===== src/sv/assert_macros.svh =====
// Assertion macros shared by the allocator RTL.
// Each macro expects signals named clk and rst in the scope where it is used.
`ifndef ASSERT_MACROS_SVH
`define ASSERT_MACROS_SVH

// A condition that must hold at every clock edge outside reset.
`define FBPA_ASSERT(label, cond, msg) \
  label: assert property (@(posedge clk) disable iff (rst) (cond)) else $error(msg);

// A condition that must hold in the cycle after a trigger.
`define FBPA_ASSERT_NEXT(label, trig, cond, msg) \
  label: assert property (@(posedge clk) disable iff (rst) (trig) |=> (cond)) \
    else $error(msg);

`endif


===== src/sv/fbpa_pkg.sv =====
// Package for the fixed block pool allocator: widths, codes and shared types.
// No dependencies; fbpa_if, fbpa_engine, the core and the testbench refer to it by scoped names.
package fbpa_pkg;

  localparam int NUM_BLOCKS = 256;
  localparam int IDX_W      = $clog2(NUM_BLOCKS);
  localparam int LINK_W     = IDX_W + 1;
  localparam int CNT_W      = 9;
  localparam int SIZE_W     = 13;
  localparam int OFF_W      = 20;
  localparam int PROD_W     = IDX_W + SIZE_W;
  localparam int CFG_IDX_W  = 1;
  localparam int CFG_DATA_W = 13;

  localparam logic [SIZE_W-1:0] MIN_SIZE = SIZE_W'(8);
  localparam logic [SIZE_W-1:0] MAX_SIZE = SIZE_W'(4096);

  localparam logic [CNT_W-1:0]  RESET_COUNT = CNT_W'(256);
  localparam logic [SIZE_W-1:0] RESET_SIZE  = SIZE_W'(64);

  localparam logic OP_ALLOC = 1'b0;
  localparam logic OP_FREE  = 1'b1;

  localparam logic [CFG_IDX_W-1:0] CFG_BLOCK_COUNT = CFG_IDX_W'(0);
  localparam logic [CFG_IDX_W-1:0] CFG_BLOCK_SIZE  = CFG_IDX_W'(1);

  typedef struct packed {
    logic [CNT_W-1:0]  block_count;
    logic [SIZE_W-1:0] block_size;
  } cfg_t;

  typedef struct packed {
    logic             ok;
    logic [IDX_W-1:0] granted_index;
    logic [OFF_W-1:0] byte_offset;
  } res_t;

endpackage


===== src/sv/fbpa_if.sv =====
// Channel interfaces of the allocator: request, result and configuration write.
// Depends on fbpa_pkg for the field widths.
interface fbpa_req_if;
  logic                      valid;
  logic                      ready;
  logic                      op;
  logic [fbpa_pkg::IDX_W-1:0] block_index;
  modport source (output valid, output op, output block_index, input ready);
  modport sink   (input valid, input op, input block_index, output ready);
endinterface

interface fbpa_res_if;
  logic                      valid;
  logic                      ready;
  logic                      ok;
  logic [fbpa_pkg::IDX_W-1:0] granted_index;
  logic [fbpa_pkg::OFF_W-1:0] byte_offset;
  modport source (output valid, output ok, output granted_index, output byte_offset,
                  input ready);
  modport sink   (input valid, input ok, input granted_index, input byte_offset,
                  output ready);
endinterface

interface fbpa_cfg_if;
  logic                           valid;
  logic                           ready;
  logic [fbpa_pkg::CFG_IDX_W-1:0]  index;
  logic [fbpa_pkg::CFG_DATA_W-1:0] data;
  modport source (output valid, output index, output data, input ready);
  modport sink   (input valid, input index, input data, output ready);
endinterface


===== src/sv/fixed_block_pool_allocator_core.sv =====
// Top level of the fixed block pool allocator: configuration registers and
// the result output register. Depends on fbpa_pkg, fbpa_if and fbpa_engine.
//
// Channels: req carries one request (op 0 allocate, 1 free, with block_index
// for a free); res returns exactly one result per request in request order;
// cfg writes block_count (index 0) or block_size (index 1) and is ready
// whenever reset is low. Configuration is to be written only while no request
// is in flight. A result passes from the engine into the output register as
// soon as that register can take it. One request is worked on at a time,
// so a new request is taken only after the engine has passed on its result;
// a pop from the free list reads the next link from the link memory, whose read
// is registered. The request after a result may be accepted while that result
// still waits in the output register; if res stays stalled, the engine holds
// its finished result and stops taking requests until the output register
// frees up. Reset empties the free list, restarts the never-used block counter
// at zero and restores block_count 256 and block_size 64; the link memory
// needs no clearing, since an entry is always written before it can be read.
module fixed_block_pool_allocator_core (
  input  logic           clk,
  input  logic           rst,
  fbpa_cfg_if.sink       cfg,
  fbpa_req_if.sink       req,
  fbpa_res_if.source     res
);

  fbpa_pkg::cfg_t cfg_regs;
  logic           eng_res_valid;
  logic           eng_res_ready;
  fbpa_pkg::res_t eng_res;
  logic           out_valid;
  fbpa_pkg::res_t out_data;

  assign cfg.ready = !rst;

  always_ff @(posedge clk) begin
    if (rst) begin
      cfg_regs.block_count <= fbpa_pkg::RESET_COUNT;
      cfg_regs.block_size  <= fbpa_pkg::RESET_SIZE;
    end else if (cfg.valid) begin
      unique case (cfg.index)
        fbpa_pkg::CFG_BLOCK_COUNT: begin
          cfg_regs.block_count <= cfg.data[fbpa_pkg::CNT_W-1:0];
        end
        fbpa_pkg::CFG_BLOCK_SIZE: begin
          cfg_regs.block_size <= cfg.data[fbpa_pkg::SIZE_W-1:0];
        end
        default: begin
        end
      endcase
    end
  end

  fbpa_engine u_engine (
    .clk       (clk),
    .rst       (rst),
    .cfg       (cfg_regs),
    .in_valid  (req.valid),
    .in_ready  (req.ready),
    .in_op     (req.op),
    .in_index  (req.block_index),
    .res_valid (eng_res_valid),
    .res_ready (eng_res_ready),
    .res       (eng_res)
  );

  assign eng_res_ready = !out_valid || res.ready;

  always_ff @(posedge clk) begin
    if (rst) begin
      out_valid <= 1'b0;
    end else if (eng_res_ready) begin
      out_valid <= eng_res_valid;
    end
  end

  always_ff @(posedge clk) begin
    if (eng_res_ready && eng_res_valid) begin
      out_data <= eng_res;
    end
  end

  assign res.valid         = out_valid;
  assign res.ok            = out_data.ok;
  assign res.granted_index = out_data.granted_index;
  assign res.byte_offset   = out_data.byte_offset;

endmodule


===== src/sv/fbpa_ram.sv =====
// Generic single-port-write, single-port-read RAM with a registered read.
// No dependencies.
module fbpa_ram #(
  parameter int WIDTH = 8,
  parameter int DEPTH = 16
) (
  input  logic                     clk,
  input  logic                     we,
  input  logic [$clog2(DEPTH)-1:0] waddr,
  input  logic [WIDTH-1:0]         wdata,
  input  logic                     re,
  input  logic [$clog2(DEPTH)-1:0] raddr,
  output logic [WIDTH-1:0]         rdata
);

  logic [WIDTH-1:0] mem [DEPTH];

  always_ff @(posedge clk) begin
    if (we) begin
      mem[waddr] <= wdata;
    end
    if (re) begin
      rdata <= mem[raddr];
    end
  end

endmodule


===== src/sv/fbpa_engine.sv =====
// Free-list engine: list head, never-used counter, link memory and offset multiply.
// Depends on fbpa_pkg, fbpa_ram and assert_macros.svh.
`include "assert_macros.svh"

module fbpa_engine (
  input  logic                       clk,
  input  logic                       rst,
  input  fbpa_pkg::cfg_t             cfg,
  input  logic                       in_valid,
  output logic                       in_ready,
  input  logic                       in_op,
  input  logic [fbpa_pkg::IDX_W-1:0] in_index,
  output logic                       res_valid,
  input  logic                       res_ready,
  output fbpa_pkg::res_t             res
);

  typedef enum logic [1:0] {S_IDLE, S_MUL, S_PEND} state_t;

  state_t                        state;
  logic [fbpa_pkg::LINK_W-1:0]   free_head;
  logic [fbpa_pkg::CNT_W-1:0]    fresh_count;
  logic [fbpa_pkg::IDX_W-1:0]    grant;
  logic                          from_list;
  fbpa_pkg::res_t                pend;

  logic [fbpa_pkg::CNT_W-1:0]    eff_count;
  logic [fbpa_pkg::SIZE_W-1:0]   eff_size;
  logic [fbpa_pkg::PROD_W-1:0]   prod;
  logic [fbpa_pkg::LINK_W-1:0]   link_rdata;
  logic                          accept;
  logic                          head_avail;
  logic                          idx_ok;
  logic                          link_we;
  logic                          link_re;
  fbpa_pkg::res_t                mul_res;

  always_comb begin
    if (cfg.block_count > fbpa_pkg::CNT_W'(fbpa_pkg::NUM_BLOCKS)) begin
      eff_count = fbpa_pkg::CNT_W'(fbpa_pkg::NUM_BLOCKS);
    end else begin
      eff_count = cfg.block_count;
    end
    if (cfg.block_size < fbpa_pkg::MIN_SIZE) begin
      eff_size = fbpa_pkg::MIN_SIZE;
    end else if (cfg.block_size > fbpa_pkg::MAX_SIZE) begin
      eff_size = fbpa_pkg::MAX_SIZE;
    end else begin
      eff_size = cfg.block_size;
    end
  end

  // No request is taken while reset is held.
  assign in_ready   = (state == S_IDLE) && !rst;
  assign accept     = in_valid && in_ready;
  assign head_avail = free_head < fbpa_pkg::LINK_W'(fbpa_pkg::NUM_BLOCKS);
  assign idx_ok     = fbpa_pkg::CNT_W'(in_index) < eff_count;
  assign link_we    = accept && (in_op == fbpa_pkg::OP_FREE) && idx_ok;
  assign link_re    = accept && (in_op == fbpa_pkg::OP_ALLOC) && head_avail;

  // The pushed block takes the old head as its link.
  fbpa_ram #(
    .WIDTH (fbpa_pkg::LINK_W),
    .DEPTH (fbpa_pkg::NUM_BLOCKS)
  ) u_link_ram (
    .clk   (clk),
    .we    (link_we),
    .waddr (in_index),
    .wdata (free_head),
    .re    (link_re),
    .raddr (free_head[fbpa_pkg::IDX_W-1:0]),
    .rdata (link_rdata)
  );

  assign prod    = fbpa_pkg::PROD_W'(grant) * fbpa_pkg::PROD_W'(eff_size);
  assign mul_res = '{ok: 1'b1, granted_index: grant,
                     byte_offset: prod[fbpa_pkg::OFF_W-1:0]};

  assign res_valid = (state == S_MUL) || (state == S_PEND);
  assign res       = (state == S_MUL) ? mul_res : pend;

  always_ff @(posedge clk) begin
    if (rst) begin
      state       <= S_IDLE;
      free_head   <= fbpa_pkg::LINK_W'(fbpa_pkg::NUM_BLOCKS);
      fresh_count <= '0;
      from_list   <= 1'b0;
    end else begin
      unique case (state)
        S_IDLE: begin
          if (accept) begin
            if (in_op == fbpa_pkg::OP_ALLOC) begin
              if (head_avail) begin
                grant     <= free_head[fbpa_pkg::IDX_W-1:0];
                from_list <= 1'b1;
                state     <= S_MUL;
              end else if (fresh_count < eff_count) begin
                grant       <= fresh_count[fbpa_pkg::IDX_W-1:0];
                fresh_count <= fresh_count + fbpa_pkg::CNT_W'(1);
                from_list   <= 1'b0;
                state       <= S_MUL;
              end else begin
                pend  <= '0;
                state <= S_PEND;
              end
            end else begin
              pend <= '{ok: idx_ok, granted_index: '0, byte_offset: '0};
              if (idx_ok) begin
                free_head <= fbpa_pkg::LINK_W'(in_index);
              end
              state <= S_PEND;
            end
          end
        end
        S_MUL: begin
          // The link read issued at acceptance is valid in this cycle.
          if (from_list) begin
            free_head <= link_rdata;
          end
          pend <= mul_res;
          if (res_ready) begin
            state <= S_IDLE;
          end else begin
            state <= S_PEND;
          end
        end
        S_PEND: begin
          if (res_ready) begin
            state <= S_IDLE;
          end
        end
        default: begin
          state <= S_IDLE;
        end
      endcase
    end
  end

  `FBPA_ASSERT(a_fresh_bound, fresh_count <= fbpa_pkg::CNT_W'(fbpa_pkg::NUM_BLOCKS), "fresh count past pool size")
  `FBPA_ASSERT_NEXT(a_list_pop, link_re, (state == S_MUL) && from_list, "list pop lost its link read")
  `FBPA_ASSERT_NEXT(a_push_head, link_we, free_head == fbpa_pkg::LINK_W'($past(in_index)), "pushed block is not the new head")
  `FBPA_ASSERT_NEXT(a_res_hold, res_valid && !res_ready, res_valid && (res == $past(res)), "stalled result changed")

endmodule


===== src/flat_wrapper.sv =====
// flat-port wrapper written by rule: the top's interface ports become plain ports
module fixed_block_pool_allocator_core_flat 
  (clk, rst, cfg_valid, cfg_index, cfg_data, cfg_ready, req_valid, req_op, req_block_index, req_ready, res_valid, res_ok, res_granted_index, res_byte_offset, res_ready);
  fbpa_cfg_if cfg_i ();
  fbpa_req_if req_i ();
  fbpa_res_if res_i ();
  input  logic clk;
  input  logic rst;
  input wire logic [$bits(cfg_i.valid)-1:0] cfg_valid;
  input wire logic [$bits(cfg_i.index)-1:0] cfg_index;
  input wire logic [$bits(cfg_i.data)-1:0] cfg_data;
  output wire logic [$bits(cfg_i.ready)-1:0] cfg_ready;
  input wire logic [$bits(req_i.valid)-1:0] req_valid;
  input wire logic [$bits(req_i.op)-1:0] req_op;
  input wire logic [$bits(req_i.block_index)-1:0] req_block_index;
  output wire logic [$bits(req_i.ready)-1:0] req_ready;
  output wire logic [$bits(res_i.valid)-1:0] res_valid;
  output wire logic [$bits(res_i.ok)-1:0] res_ok;
  output wire logic [$bits(res_i.granted_index)-1:0] res_granted_index;
  output wire logic [$bits(res_i.byte_offset)-1:0] res_byte_offset;
  input wire logic [$bits(res_i.ready)-1:0] res_ready;
  assign cfg_i.valid = cfg_valid;
  assign cfg_i.index = cfg_index;
  assign cfg_i.data = cfg_data;
  assign cfg_ready = cfg_i.ready;
  assign req_i.valid = req_valid;
  assign req_i.op = req_op;
  assign req_i.block_index = req_block_index;
  assign req_ready = req_i.ready;
  assign res_valid = res_i.valid;
  assign res_ok = res_i.ok;
  assign res_granted_index = res_i.granted_index;
  assign res_byte_offset = res_i.byte_offset;
  assign res_i.ready = res_ready;
  fixed_block_pool_allocator_core u_core (.clk(clk), .rst(rst), .cfg(cfg_i), .req(req_i), .res(res_i));
endmodule

===== config.mk =====
export PLATFORM = sky130hd
export DESIGN_NAME = fixed_block_pool_allocator_core_flat
export DESIGN_NICKNAME = d
export VERILOG_FILES = /design/src/sv/fbpa_pkg.sv /design/src/sv/fbpa_if.sv /design/src/sv/fixed_block_pool_allocator_core.sv /design/src/sv/fbpa_ram.sv /design/src/sv/fbpa_engine.sv /design/src/flat_wrapper.sv
export VERILOG_INCLUDE_DIRS = /design/src /design/src/sv
export SDC_FILE = /design/constraint.sdc
export NUM_CORES = 2
export LEC_CHECK = 0
export ABC_AREA = 1
export BUFFER_PORTS_ARGS = -buffer_cell sky130_fd_sc_hd__clkbuf_2
export CAP_MARGIN = 40
export CORE_MARGIN = 2
export CORE_UTILIZATION = 45
export CTS_CLUSTER_DIAMETER = 50
export DETAILED_ROUTE_END_ITERATION = 8
export PLACE_DENSITY = 0.63
export SLEW_MARGIN = 40
export SYNTH_ARGS = -nofsm -noshare
export SYNTH_HDL_FRONTEND = slang
export SYNTH_SLANG_ARGS = --single-unit

===== constraint.sdc =====
create_clock -name clk -period 6.7 [get_ports clk]
set_input_delay 1.005 -clock clk [delete_from_list [all_inputs] [get_ports clk]]
set_output_delay 1.005 -clock clk [all_outputs]
set_load 0.01 [all_outputs]

==> results.toml <==
[yosys]
async_flop_share_pct = 0
yosys.area.top_type = "edfxtp_1"
syn_inst = 8787
postSynthNetCount = 8938
synth_xor_area_share_pct = 0.0603
syn_area_um2 = 102000
synth-simple-area-share_pct = 22.8
synth_flop_cell = "edfxtp_1"
synthAdderAreaFrac_pct = 1.99
synth_top_family_by_area = "simple AND/OR/NAND/NOR gates"
syn_avg_cell_area_um2 = 11.6
yosysMostFrequentCell = "nand2_1"
synthDistinctLibCells = 41
synth-edff-count = 2379
synth_top_area_share_pct = 70.3
ys_warn_count = 0
ys_top_cells_by_count = "2572 x nand2_1, 2379 x edfxtp_1, 2296 x nand3_1, 428 x nor2_1, 246 x buf_2"
synth.area.top_cells = "edfxtp_1 70%, nand3_1 11%, nand2_1 9.5%"
ys_seq_area_share_pct = 71.2
synth-seq-cells = 2423
synth.area.mux_share_pct = 0.00985
synth-compound-area-share_pct = 0.641

[placed_design]
hpwlAfterDp_um = 144000
dp_slack_ns = 1.21
io_buffer_count = 59
globalplace.congestion = 0.866

[timing]
rsz0062_at_grt = "false"
tightest_slew_ns = 0.920
fin_crit_sh_pct = 82.4
fmax_mhz = 181
fin_crit_ns = 5.52
finalSetupTns_ns = 0
setup_viol = 0
fin_skew_ns = 0.0261
slew_viol_final = 0
layout_setup_ws_ns = 1.18
final-hold-violation-count = 0
fin_hold_ws_ns = 0.392
slew_headroom_pct = 38.6

[worst_setup_path]
cp-end-kind = "flop"
cp_slowest_cell = "dfxtp_1"
critical_path.max_fanout = 12
required_ns = 7.32
arrival_ns = 6.14
slowest_delay_ns = 0.55
start_kind = "flop"
r2r_start = "u_core.cfg_regs[12]$_SDFFE_PP0P_"
worstPathCellList = "inv_1 > a31oi_1 > inv_1 > nand2_1 > nor2_1 > fa_1 > fa_1 > fa_1 > inv_1 > fa_1 > inv_1 > ha_1 > a21oi_1 > o21ai_0 > a21oi_1 > nand2_1 > or2_2 > nand3_1 > nand2_1"
critPathKind = "reg -> reg"
cp-startpoint = "u_core.cfg_regs[12]$_SDFFE_PP0P_"

[drt]
drtPass1Iterations = 6
via_count = 66000
drtIter0Drc = 8173
wl_um = 260000
via_per_inst = 5.58
avgRoutedWirePerCell_um = 22.0
drc_errors = 0
ant_nets = 0

[floorplan]
rows = 174
die_area_um2 = 230000
die_x_um = 479
die_h_um = 479
ios = 60
initial_core_util_pct = 45.2
core_um2 = 225000

[worst_hold_path]
hp-class = "in -> reg"
holdCritStartpoint = "cfg_data[2]"

[global_routing]
grt_use_total_pct = 22.2
grt_pass1_wl_um = 391000
antenna_found_initial = 6
grt_overflow = 0
grt_pass1_vias = 62500
grt_max_degree = 210

[cells_and_area]
final_nets = 8782
fin_util_pct = 49.9
syn_to_final_growth_pct = 10.4
final_layout_size_suffix_gt1_share_pct = 7.21

[clock_tree]
cts_inserted_buffers = 233
cts_hold_buf = 0
cts_post_setup_buffers_inserted = 0
root_buffer = "clkbuf_16"
cts.htree.levels = 4
clk_latency_ns = 0.87
cts.sinks = 2423
cts_tree = "built"
clockBufferDepth = 3
clk_pin_slew_ns = 0.06
cts_resized = 0

[pwr]
leakage_uw = 0.0397
power.density_nw_per_um2 = 374
ir_drop_mv = 0.288

[status]
status = "finished, final reports clean"

[flow_run]
maxCapViolCount = 0
power breakdown:
group	internal [uW]	total, uW	switching [uW]
Clock	7070	12700	5650
Combinational	2690	10900	8160
Sequential	18100	18400	292
Total	27900	42000	14100
critical path: cells and delay by family (launching register included):
family                   cells  cell delay, ns
AO/OA/AOI/OAI                4            1.05
adder cells (fa/ha/maj)      5            2.34
buffers and inverters        4            0.37
flip-flops                   1            0.55
AND/OR/NAND/NOR              6            0.95
kinds of logic (layout without fill, tap and decap cells):
family	count (synthesis)	in the layout
and+or+nand+nor	5340	5340
DFF	2423	2423
buffers and inverters	771	820
adders and majority gates	123	123
AOI/OAI and AO/OA	122	122
xor gates and xnor gates	7	7
muxes	1	1
other	0	6
placed cells by master (no fill, tap or decap), types with 4 or more instances in the layout:
cell        Yosys  layout
clkinvlp_4      0       4
clkinv_2        0      42
nor3_1          9       8
buf_16          0       9
nand3_1      2296    2296
nor2_1        428     326
bufinv_16       0      15
clkbuf_1      212      67
nor2_2          2     103
buf_6          12      11
nor4_1          4       4
clkbuf_2        0      60
dfxtp_4         0       9
inv_1         198     194
clkinv_1        9      67
ha_1           58      58
nand2_2         0      16
fa_1           65      65
nand2_1      2572    2556
nand4_1        12      12
o21ai_0        59      59
buf_12          1      29
xnor2_1         4       4
dfxtp_1        44      35
nand4_4        10      10
clkinv_8        0       4
a21oi_1        46      46
buf_4          12      56
inv_6           0       8
edfxtp_1     2379    2379
diode_2         0       6
clkbuf_16       0     236
clkinv_4        0       4
metal layers:
| metal | wire [um] | vias up | track usage, % | share of wire, % |
|---|---|---|---|---|
| li1 | - | 30600 | - | - |
| met1 | 111000 | 32300 | 32.2 | 43 |
| met2 | 120000 | 2704 | 34.0 | 46 |
| met3 | 21700 | 388 | 4.02 | 8.4 |
| met4 | 6760 | 2 | 7.11 | 2.6 |
| met5 | 13 | - | 0 | 0.0050 |
stage by stage:
stage	area, um2	power (uW)	instances
after floorplan	102000	25700	8787
after global placement	104000	29200	11400
after detailed placement	104000	29400	11400
after CTS	112000	42000	11800
after global routing	112000	43800	11800
final	112000	42000	11800
final cells by class:
type	count	area (um2)
Timing Repair Buffer	168	1690
Clock inverter	136	1150
Inverter	212	837
Sequential cell	2423	72400
Clock buffer	304	6170
Multi-Input combinational cell	5593	26300
Fill cell	19500	112000
Antenna cell	6	15.0
Tap cell	2992	3740
final timing paths:
check,slack (ns),endpoint,cells after the start
max,1.18,u_core.res.byte_offset[12]$_DFFE_PP_,19
min,0.39,u_core.cfg_regs[15]$_SDFFE_PP0P_,3
max reg2reg,1.18,u_core.res.byte_offset[12]$_DFFE_PP_,19
min reg2reg,0.47,u_core.u_engine.free_head[8]$_SDFFE_PP1P_,2
flip-flops by register name (all words and copies together), names as in the netlist, 8 cells and up:
| signal | flops |
|---|---|
| u_core.res.byte_offset | 20 |
| u_core.cfg_regs | 22 |
| u_core.u_engine.u_link_ram.mem | 2304 |
| u_core.u_engine.pend | 29 |
| u_core.u_engine.free_head | 9 |
| u_core.res.granted_index | 8 |
| u_core.u_engine.fresh_count | 9 |
| u_core.u_engine.u_link_ram.rdata | 9 |
| u_core.u_engine.grant | 8 |
(Power assumes the default switching activity.)
